File: src/hw/rtl/pfd_pkg.sv
// Shared types and constants for the payload frame deframer.
// No dependencies; imported by pfd_parse and payload_frame_deframer.

package pfd_pkg;

  // Byte positions within the 11-byte header
  localparam logic [15:0] HDR_START    = 16'd0;
  localparam logic [15:0] HDR_SIZE_LO  = 16'd1;
  localparam logic [15:0] HDR_SIZE_HI  = 16'd2;
  localparam logic [15:0] HDR_DEST_HI  = 16'd3;
  localparam logic [15:0] HDR_DEST_LO  = 16'd4;
  localparam logic [15:0] HDR_ORIG_HI  = 16'd5;
  localparam logic [15:0] HDR_ORIG_LO  = 16'd6;
  localparam logic [15:0] HDR_TXID_HI  = 16'd7;
  localparam logic [15:0] HDR_TXID_LO  = 16'd8;
  localparam logic [15:0] HDR_TYPE_HI  = 16'd9;
  localparam logic [15:0] HDR_LAST     = 16'd10;

  // Non-payload bytes counted in the size field
  localparam logic [15:0] SIZE_OVERHEAD = 16'd12;

  localparam logic [7:0] START_BYTE_RESET = 8'd0;

  typedef enum logic [1:0] {
    PH_HEADER  = 2'd0,
    PH_PAYLOAD = 2'd1,
    PH_CRC     = 2'd2,
    PH_SPARE   = 2'd3
  } phase_t;

  typedef enum logic [1:0] {
    KIND_PAYLOAD   = 2'd0,
    KIND_COMPLETE  = 2'd1,
    KIND_BAD_START = 2'd2,
    KIND_LEN_ERROR = 2'd3
  } kind_t;

  typedef struct packed {
    logic        valid;
    kind_t       kind;
    logic [7:0]  payload_byte;
    logic [15:0] payload_index;
    logic [15:0] frame_size;
    logic [15:0] destination;
    logic [15:0] origin;
    logic [15:0] transaction_id;
    logic [15:0] message_type;
    logic [15:0] crc_value;
    logic        last;
  } result_t;

endpackage

File: src/hw/rtl/pfd_parse.sv
// Frame parser: phase state machine, header field capture and result build.
// Depends on pfd_pkg. The result is combinational from the current beat.

module pfd_parse (
  input  logic             clk,
  input  logic             rst,
  input  logic             step,
  input  logic [7:0]       rx_byte,
  input  logic [7:0]       start_byte,
  output pfd_pkg::result_t res
);
  import pfd_pkg::*;

  phase_t      phase, phase_next;
  logic [15:0] byte_count, byte_count_next;
  logic        start_ok, start_ok_next;
  logic [15:0] size_reg, size_reg_next;
  logic [15:0] dest_reg, dest_reg_next;
  logic [15:0] origin_reg, origin_reg_next;
  logic [15:0] txid_reg, txid_reg_next;
  logic [15:0] type_reg, type_reg_next;
  logic [15:0] crc_reg, crc_reg_next;

  logic        hdr_done;
  logic        payload_end;
  logic [16:0] payload_len;

  assign hdr_done    = (byte_count == HDR_LAST);
  assign payload_len = {1'b0, size_reg} - {1'b0, SIZE_OVERHEAD};
  assign payload_end = ({1'b0, byte_count} + 17'd1) >= payload_len;

  // Next phase
  always_comb begin
    phase_next = phase;
    case (phase)
      PH_PAYLOAD: begin
        if (payload_end) phase_next = PH_CRC;
      end
      PH_CRC: begin
        if (byte_count != 16'd0) phase_next = PH_HEADER;
      end
      default: begin
        phase_next = PH_HEADER;
        if (hdr_done && start_ok && (size_reg == SIZE_OVERHEAD)) begin
          phase_next = PH_CRC;
        end else if (hdr_done && start_ok && (size_reg > SIZE_OVERHEAD)) begin
          phase_next = PH_PAYLOAD;
        end
      end
    endcase
  end

  // Field capture, counter and result
  always_comb begin
    byte_count_next = byte_count;
    start_ok_next   = start_ok;
    size_reg_next   = size_reg;
    dest_reg_next   = dest_reg;
    origin_reg_next = origin_reg;
    txid_reg_next   = txid_reg;
    type_reg_next   = type_reg;
    crc_reg_next    = crc_reg;
    res             = '0;
    res.kind        = KIND_PAYLOAD;
    case (phase)
      PH_PAYLOAD: begin
        res.valid         = 1'b1;
        res.payload_byte  = rx_byte;
        res.payload_index = byte_count;
        byte_count_next   = payload_end ? 16'd0 : byte_count + 16'd1;
      end
      PH_CRC: begin
        if (byte_count == 16'd0) begin
          crc_reg_next    = {rx_byte, crc_reg[7:0]};
          byte_count_next = 16'd1;
        end else begin
          crc_reg_next       = {crc_reg[15:8], rx_byte};
          byte_count_next    = 16'd0;
          res.valid          = 1'b1;
          res.kind           = KIND_COMPLETE;
          res.frame_size     = size_reg;
          res.destination    = dest_reg;
          res.origin         = origin_reg;
          res.transaction_id = txid_reg;
          res.message_type   = type_reg;
          res.crc_value      = {crc_reg[15:8], rx_byte};
          res.last           = 1'b1;
        end
      end
      default: begin
        // Capture the header byte at its position
        case (byte_count)
          HDR_START:   start_ok_next   = (rx_byte == start_byte);
          HDR_SIZE_LO: size_reg_next   = {size_reg[15:8], rx_byte};
          HDR_SIZE_HI: size_reg_next   = {rx_byte, size_reg[7:0]};
          HDR_DEST_HI: dest_reg_next   = {rx_byte, dest_reg[7:0]};
          HDR_DEST_LO: dest_reg_next   = {dest_reg[15:8], rx_byte};
          HDR_ORIG_HI: origin_reg_next = {rx_byte, origin_reg[7:0]};
          HDR_ORIG_LO: origin_reg_next = {origin_reg[15:8], rx_byte};
          HDR_TXID_HI: txid_reg_next   = {rx_byte, txid_reg[7:0]};
          HDR_TXID_LO: txid_reg_next   = {txid_reg[15:8], rx_byte};
          HDR_TYPE_HI: type_reg_next   = {rx_byte, type_reg[7:0]};
          default:     type_reg_next   = {type_reg[15:8], rx_byte};
        endcase
        if (byte_count < HDR_LAST) begin
          byte_count_next = byte_count + 16'd1;
        end else begin
          byte_count_next = 16'd0;
          // Reject on bad start, flag a size too short for the non-payload overhead
          if (!start_ok || (size_reg < SIZE_OVERHEAD)) begin
            res.valid          = 1'b1;
            res.kind           = start_ok ? KIND_LEN_ERROR : KIND_BAD_START;
            res.frame_size     = size_reg;
            res.destination    = dest_reg;
            res.origin         = origin_reg;
            res.transaction_id = txid_reg;
            res.message_type   = type_reg_next;
            res.last           = 1'b1;
          end
        end
      end
    endcase
  end

  // Advance state on each accepted beat
  always_ff @(posedge clk) begin
    if (rst) begin
      phase      <= PH_HEADER;
      byte_count <= '0;
      start_ok   <= 1'b0;
      size_reg   <= '0;
      dest_reg   <= '0;
      origin_reg <= '0;
      txid_reg   <= '0;
      type_reg   <= '0;
      crc_reg    <= '0;
    end else if (step) begin
      phase      <= phase_next;
      byte_count <= byte_count_next;
      start_ok   <= start_ok_next;
      size_reg   <= size_reg_next;
      dest_reg   <= dest_reg_next;
      origin_reg <= origin_reg_next;
      txid_reg   <= txid_reg_next;
      type_reg   <= type_reg_next;
      crc_reg    <= crc_reg_next;
    end
  end

endmodule

File: src/hw/rtl/payload_frame_deframer.sv
// Top level of the payload frame deframer: config register and output register.
// Depends on pfd_pkg and pfd_parse.
//
// Usage:
//   Input channel in_valid/in_ready carries one received byte (rx_byte) per
//   beat. Output channel out_valid/out_ready carries result records: one per
//   payload byte (with its index), one frame-complete record after the CRC
//   carrying header fields and CRC, or a reject / length-error record after
//   the 11th header byte. Frame-ending records have last set.
//   The expected start byte is written through cfg_we/cfg_wdata while idle.
//   A result is registered and appears in the cycle after its byte is accepted.
//   Throughput: one byte per cycle unless stalled; the parser updates its state
//   in the cycle of acceptance and the single output register holds the result.
//   Stall: while a result waits in the output register and out_ready is low,
//   in_ready drops; when out_ready is high a new byte is taken in the same
//   cycle that the waiting result leaves.
//   Reset: rst (synchronous) returns the parser to the header phase, clears
//   captured fields, sets start_byte to START_RESET, empties output register.

module payload_frame_deframer #(
  parameter logic [7:0] START_RESET = pfd_pkg::START_BYTE_RESET
) (
  input  logic        clk,
  input  logic        rst,
  input  logic        cfg_we,
  input  logic [7:0]  cfg_wdata,
  input  logic        in_valid,
  output logic        in_ready,
  input  logic [7:0]  rx_byte,
  output logic        out_valid,
  input  logic        out_ready,
  output logic [1:0]  record_kind,
  output logic [7:0]  payload_byte,
  output logic [15:0] payload_index,
  output logic [15:0] frame_size,
  output logic [15:0] destination,
  output logic [15:0] origin,
  output logic [15:0] transaction_id,
  output logic [15:0] message_type,
  output logic [15:0] crc_value,
  output logic        last
);
  import pfd_pkg::*;

  logic [7:0] start_byte;
  logic       step;
  result_t    res;
  result_t    out_q;

  assign in_ready = !out_valid || out_ready;
  assign step     = in_valid && in_ready;

  // Hold the expected start byte
  always_ff @(posedge clk) begin
    if (rst) begin
      start_byte <= START_RESET;
    end else if (cfg_we) begin
      start_byte <= cfg_wdata;
    end
  end

  pfd_parse u_parse (
    .clk        (clk),
    .rst        (rst),
    .step       (step),
    .rx_byte    (rx_byte),
    .start_byte (start_byte),
    .res        (res)
  );

  // Output register: load on a beat with a result, drop when taken
  always_ff @(posedge clk) begin
    if (rst) begin
      out_valid <= 1'b0;
    end else if (step) begin
      out_valid <= res.valid;
    end else if (out_ready) begin
      out_valid <= 1'b0;
    end
  end

  always_ff @(posedge clk) begin
    if (step && res.valid) begin
      out_q <= res;
    end
  end

  assign record_kind    = out_q.kind;
  assign payload_byte   = out_q.payload_byte;
  assign payload_index  = out_q.payload_index;
  assign frame_size     = out_q.frame_size;
  assign destination    = out_q.destination;
  assign origin         = out_q.origin;
  assign transaction_id = out_q.transaction_id;
  assign message_type   = out_q.message_type;
  assign crc_value      = out_q.crc_value;
  assign last           = out_q.last;

endmodule
File: config.mk
export PLATFORM = sky130hd
export DESIGN_NAME = payload_frame_deframer
export DESIGN_NICKNAME = d
export VERILOG_FILES = /design/src/hw/rtl/pfd_pkg.sv /design/src/hw/rtl/pfd_parse.sv /design/src/hw/rtl/payload_frame_deframer.sv
export SDC_FILE = /design/constraint.sdc
export NUM_CORES = 1
export LEC_CHECK = 0
export ABC_AREA = 1
export BUFFER_PORTS_ARGS = -buffer_cell sky130_fd_sc_hd__buf_2
export CAP_MARGIN = 20
export CORE_MARGIN = 10
export CORE_UTILIZATION = 45
export DETAILED_ROUTE_END_ITERATION = 7
export PLACE_DENSITY = 0.61
export SYNTH_ARGS = -nofsm -noshare
export SYNTH_HDL_FRONTEND = slang
export SYNTH_SLANG_ARGS = --single-unit
File: constraint.sdc
create_clock -name clk -period 5.75 [get_ports clk]
set_clock_uncertainty 0.05 [all_clocks]
set_input_delay 0.575 -clock clk [delete_from_list [all_inputs] [get_ports clk]]
set_output_delay 0.575 -clock clk [all_outputs]
set_load 0.1 [all_outputs]
# == After elaboration in Yosys (flattened, before gate mapping) ==
# Index checks and enable logic that the tools add are counted.
# word_totals
reg_bits,239
wordCells,114
# op_classes
addsub,3
order_cmp,4
n_eq_ne,16
n_mux,29
n_bitwise,10
reduce_logical,27
# ops
op,count
one-hot mux 16 bit (2 select lines),6
2-to-1 mux 80 bit,2
one-hot mux 80 bit (2 select lines),1
2-to-1 mux 97 bit,1
"equality test 16 x 3 -> 1 bit, second input constant",4
"equality test 16 x 4 -> 1 bit, second input constant",4
"equality test 16 x 2 -> 1 bit, second input constant",2
"less-than comparator 16 x 4 -> 1 bit, second input constant",2
2-to-1 mux 16 bit,2
AND reduction 4 bit,8
"adder 16 x 1 -> 17 bit, second input constant",1
greater-or-equal comparator 17 bit,1
"subtractor 16 x 4 -> 17 bit, second input constant",1
"adder 16 x 1 -> 16 bit, second input constant",1
"equality test 16 x 1 -> 1 bit, second input constant",1
"> comparator 16 x 4 -> 1 bit, second input constant",1
logical NOT 16 bit,1
nonzero test 16 bit,1
NOT 1 bit,10
2-to-1 mux 3 bit,3
AND reduction 3 bit,3
OR reduction 9 bit,1
equality test 8 bit,1
one-hot mux 2 bit (2 select lines),2
12 further kinds,29

# == Logic depth before layout (Yosys ltp) ==
# depth
word_depth,6
mapped_depth,23

# == Cells and area by module ==
# Synthesis repeated with hierarchy kept, for this count alone.
# unflattened
cells_unflattened,1157
hier_area_um2,10705.3
# by_module_without_submodules
mod,instances,cells_per_inst,area_each_um2,seq_area_each_um2
pfd_parse,1,989,6683.9,2142.1
payload_frame_deframer,1,168,4021.4,3873.7

# == Worst setup path after synthesis ==
# No wires, ideal clock.
# synth_timing
path_kind,register to register
startpoint,register out_valid
endpoint,"register out_q (netlist bit crc_value[0]), enable pin"
setup_time_ps,476
arrival_ps,4469
path_slack_ps,755
path_stages_with_launch,6
path_buffers,0
synth_period_minus_slack_ps,4995
path_cell_list,dfxtp_1 > nand2_1 > nand2_2 > inv_1 > o21ai_0 > inv_1
# synth_between
elab_chain_cells,4
# synth_rtl
item,line_no,source
"start, declared",payload_frame_deframer.sv:30,"output logic out_valid,"
"start signal, assigned",payload_frame_deframer.sv:76,out_valid <= res.valid;
logical NOT 1 bit,payload_frame_deframer.sv:50,assign in_ready = !out_valid || out_ready;
logical OR 1 bit,payload_frame_deframer.sv:50,
named net in_ready,payload_frame_deframer.sv:28,"output logic in_ready,"
logical AND 1 bit,payload_frame_deframer.sv:51,assign step = in_valid && in_ready;
logical AND 1 bit,payload_frame_deframer.sv:83,if (step && res.valid) begin
"end signal, assigned",payload_frame_deframer.sv:84,out_q <= res;
"end, declared",payload_frame_deframer.sv:48,result_t out_q;
# The timed path passes the listed nets, and every way through them passes these cells.
# A chain may end at the register's enable or synchronous reset.

# == Final worst setup path ==
# layout_timing
startpoint,register u_parse.byte_count[0]
endpoint,register u_parse.byte_count[0]
# layout_between
elab_chain_cells,4
elab_cells_between_ends,9
classes_between,add/sub (2); order compare (2); mux (4); reduce/logical (1)
# layout_rtl
item,line_no,source
"start, declared",pfd_parse.sv:15,"logic [15:0] byte_count, byte_count_next;"
"start signal, assigned",pfd_parse.sv:139,byte_count <= byte_count_next;
adder 16 x 1 -> 17 bit,pfd_parse.sv:30,"assign payload_end = ({1'b0, byte_count} + 17'd1) >= payload_len;"
greater-or-equal comparator 17 bit,pfd_parse.sv:30,
2-to-1 mux 16 bit,pfd_parse.sv:70,byte_count_next = payload_end ? 16'd0 : byte_count + 16'd1;
one-hot mux 16 bit (2 select lines) (*),pfd_parse.sv:65,case (phase)
# Mark *: on every way between the ends. The rest lies on a longest branch, timed or not.

==> impl_metrics.py <==
metrics = {
    "run_status": {
        "outcome": "finished clean",
    },
    "finish": {
        "antenna_cells": 0,
        "multi_input_area_um2": 3850,
        "fillers": 2213,
        "syn_to_final_growth_pct": 15.6,
        "final_layout_size_suffix_gt1_frac": 0.197,
        "final_cell_area_um2": 12500,
        "final_nets": 1338,
        "seqCellArea_um2": 6020,
        "final-instance-count-excl-fill": 1631,
    },
    "global_route": {
        "grt.total_usage": 0.164,
        "overflow": 0,
        "grt_pass1_vias": 7608,
        "grt_max_degree": 92,
        "grt_pass1_wl_um": 41600,
        "grt_antenna_before_repair": 0,
    },
    "clocking": {
        "post-cts-setup-buffers": 0,
        "clk_latency_ns": 0.51,
        "postCtsResizedCells": 0,
        "cts_tree": "yes",
        "clk_pin_slew_worst_paths_ns": 0.06,
        "ctsHoldBuffers": 0,
        "cts_made_buffers": 25,
        "cts_max_path_buffers": 3,
        "cts_root_buffer": "clkbuf_16",
        "cts_max_level": 1,
        "clock_sinks": 239,
    },
    "timing": {
        "setup_viol": 0,
        "fmax_mhz": 271,
        "hold_viol_final": 0,
        "period_share": 0.642,
        "setup_tns_ns": 0,
        "slew_violations": 0,
        "fin_crit_ns": 3.69,
        "relSlewSlack": 0.323,
        "worstMarginPinSlew_ns": 1.02,
        "rsz0062_at_grt": "no",
    },
    "die": {
        "core-area_um2": 23500,
        "die_w_um": 175,
        "start_util": 0.460,
        "die_area_um2": 30700,
        "rows": 56,
        "ios": 146,
        "die_h_um": 175,
    },
    "min_path": {
        "hold_depth": 3,
        "hold_path_class": "in2reg",
        "whs_endpoint": "start_byte[4]$_SDFFE_PP0P_",
        "hp-start": "cfg_wdata[4]",
    },
    "synthesis": {
        "synth_ff_type": "edfxtp_1",
        "yosysMostFrequentCell": "nand2_1",
        "ys_async_sr_fraction": 0,
        "syn_inst": 1174,
        "synthTopCellsByArea": "edfxtp_1, dfxtp_1, nand2_1",
        "syn_area_um2": 10800,
        "synth-seq-cells": 239,
        "ys_seq_area_frac": 0.556,
        "synth_top_area_share": 0.341,
        "syn_nets": 1219,
        "yosysWarnings": 0,
        "yosysUniqueCellTypes": 46,
        "syn_avg_cell_area_um2": 9.22,
        "synth_commonest_cells": "nand2_1, inv_1, edfxtp_1, dfxtp_1, nor2_1",
        "yosys.area.top_type": "edfxtp_1",
        "synth_edf_count": 123,
    },
    "worst_setup_path": {
        "r2r_slack_ns": 2.06,
        "worstPathArrival_ns": 4.02,
        "critical-path-max-stage-delay_ns": 0.48,
        "endpoint_kind": "flip-flop",
        "crit_top_cell": "nand2_1",
        "r2r.worst_path.cells": 22,
        "crit_path_top_delay_cell": "dfxtp_1",
        "path_cells": "ha_1 -> nand2_1 -> nor2_1 -> nand3_1 -> nor2_1 -> nand3_1 -> xor2_1 -> inv_1 -> ha_1 -> nand2_1 -> nor2_1 -> inv_1 -> nor2_1 -> nand2_1 -> nand2_1 -> nand2_1 -> nand2_1 -> nand2_1 -> nand2_1 -> nand2_1 -> nand2_1 -> a21oi_1",
        "crit_required_ns": 6.07,
        "r2r_start": "u_parse.byte_count[0]$_SDFFE_PP0P_",
        "rr_endpoint": "u_parse.byte_count[0]$_SDFFE_PP0P_",
        "worstPathMaxFanout": 16,
        "critPathLaunchType": "flip-flop",
        "path_class": "reg2reg",
    },
    "place": {
        "hpwl_um": 17400,
        "placed_cells": 1585,
        "dpl_cell_area_um2": 11700,
        "place_congestion": 0.919,
        "io_buffers": 145,
    },
    "routing": {
        "drt.antenna.violating_nets": 0,
        "routed_wl_um": 25900,
        "first_iter_violations": 533,
        "vias": 7994,
        "remaining_drc_errors": 0,
        "wl_per_cell_um": 15.9,
        "drt_first_pass_iters": 5,
        "viasPerCell": 4.90,
    },
    "power_and_ir_drop": {
        "p_total_uw": 4040,
        "p_leak_uw": 0.00541,
        "ir_drop_mv": 0.178,
        "power_density_nw_per_um2": 322,
    },
    "flow_run": {
        "maxCapViolCount": 0,
    },
}
-- power breakdown --
part           total (µW)  internal (µW)  switching, µW
sequential           1860           1830           30.5
combinational         493            127            367
clock                1680           1020            656
total                4040           2980           1050
-- metrics by stage --
step	worst slack (ns)	hold WS, ns	utilization
finish	2.06	0.233	0.532
global route	1.56	0.243	0.532
CTS	1.98	0.217	0.532
detailed placement	1.97	0.395	0.495
global placement	2.06	0.389	0.495
floorplan	0.755	0.380	-
-- layer usage --
| metal | global-route usage | vias to the layer above | wire [µm] |
|---|---|---|---|
| met5 | 0 | - | 0 |
| met4 | 0.0424 | 0 | 478 |
| met3 | 0.0334 | 36 | 1640 |
| met2 | 0.253 | 221 | 11300 |
| met1 | 0.230 | 3664 | 12500 |
| li1 | - | 4073 | - |
-- logic make-up after synthesis --
group                    after synthesis  share of synthesized area
AND/OR/NAND/NOR                      452                      0.198
flip-flops                           239                      0.556
buffers and inverters                224                     0.0886
AO/OA/AOI/OAI                        203                      0.104
XOR/XNOR                              32                     0.0259
adder cells (fa/ha/maj)               24                     0.0277
-- how the worst max path moves through the flow --
stage | startpoint | to | slack, ns | cells after the start
3_3_place_gp | u_parse.size_reg[2]$_SDFFE_PP0P_ | origin[4]$_DFFE_PP_ | 2.06 | 8
3_5_place_dp | u_parse.size_reg[7]$_SDFFE_PP0P_ | origin[4]$_DFFE_PP_ | 1.97 | 10
5_1_grt | u_parse.byte_count[0]$_SDFFE_PP0P_ | u_parse.byte_count[0]$_SDFFE_PP0P_ | 1.56 | 22
4_1_cts | u_parse.size_reg[3]$_SDFFE_PP0P_ | transaction_id[5]$_DFFE_PP_ | 1.98 | 8
6_report | u_parse.byte_count[0]$_SDFFE_PP0P_ | u_parse.byte_count[0]$_SDFFE_PP0P_ | 2.06 | 22
2_1_floorplan | out_valid$_SDFFE_PP0P_ | crc_value[0]$_SDFFCE_PN0P_ | 0.75 | 5
-- placed cells by master (no fill, tap or decap), drive strengths merged --
| cell type | synthesis | final |
|---|---|---|
| clkbuf | 28 | 35 |
| a211oi | 9 | 9 |
| nor3 | 10 | 10 |
| inv | 165 | 168 |
| xor2 | 31 | 31 |
| edfxtp | 123 | 123 |
| ha | 24 | 24 |
| o211ai | 2 | 2 |
| o311ai | 1 | 1 |
| bufinv | 0 | 4 |
| o31ai | 1 | 1 |
| buf | 28 | 148 |
| nor2 | 143 | 143 |
| clkinv | 3 | 6 |
| o21ai | 78 | 78 |
| a21oi | 94 | 94 |
| nand3b | 1 | 1 |
| nand4 | 22 | 22 |
| clkinvlp | 0 | 1 |
| nand2 | 220 | 220 |
| o21a | 16 | 16 |
| or2 | 1 | 1 |
| nand3 | 53 | 53 |
| dfxtp | 116 | 116 |
| xnor2 | 1 | 1 |
| nor4 | 2 | 2 |
| a31oi | 2 | 2 |
-- worst max-delay path, delay by kind of cell (launching register included) --
kind | cells | cell delay, ns
AND/OR/NAND/NOR | 16 | 1.97
flip-flops | 1 | 0.48
XOR/XNOR | 1 | 0.14
buffers and inverters | 2 | 0.15
adder cells (fa/ha/maj) | 2 | 0.72
AO/OA/AOI/OAI | 1 | 0.05
-- cell type report --
class / count / area share
timing repair buffer: 148 / 0.0598
clock inverter: 11 / 0.0132
clock buffer: 35 / 0.0554
inverter: 168 / 0.0511
sequential: 239 / 0.481
multi-input combinational: 711 / 0.308
tap: 319 / 0.0319
Note: power is estimated with default switching activity, not from simulation.
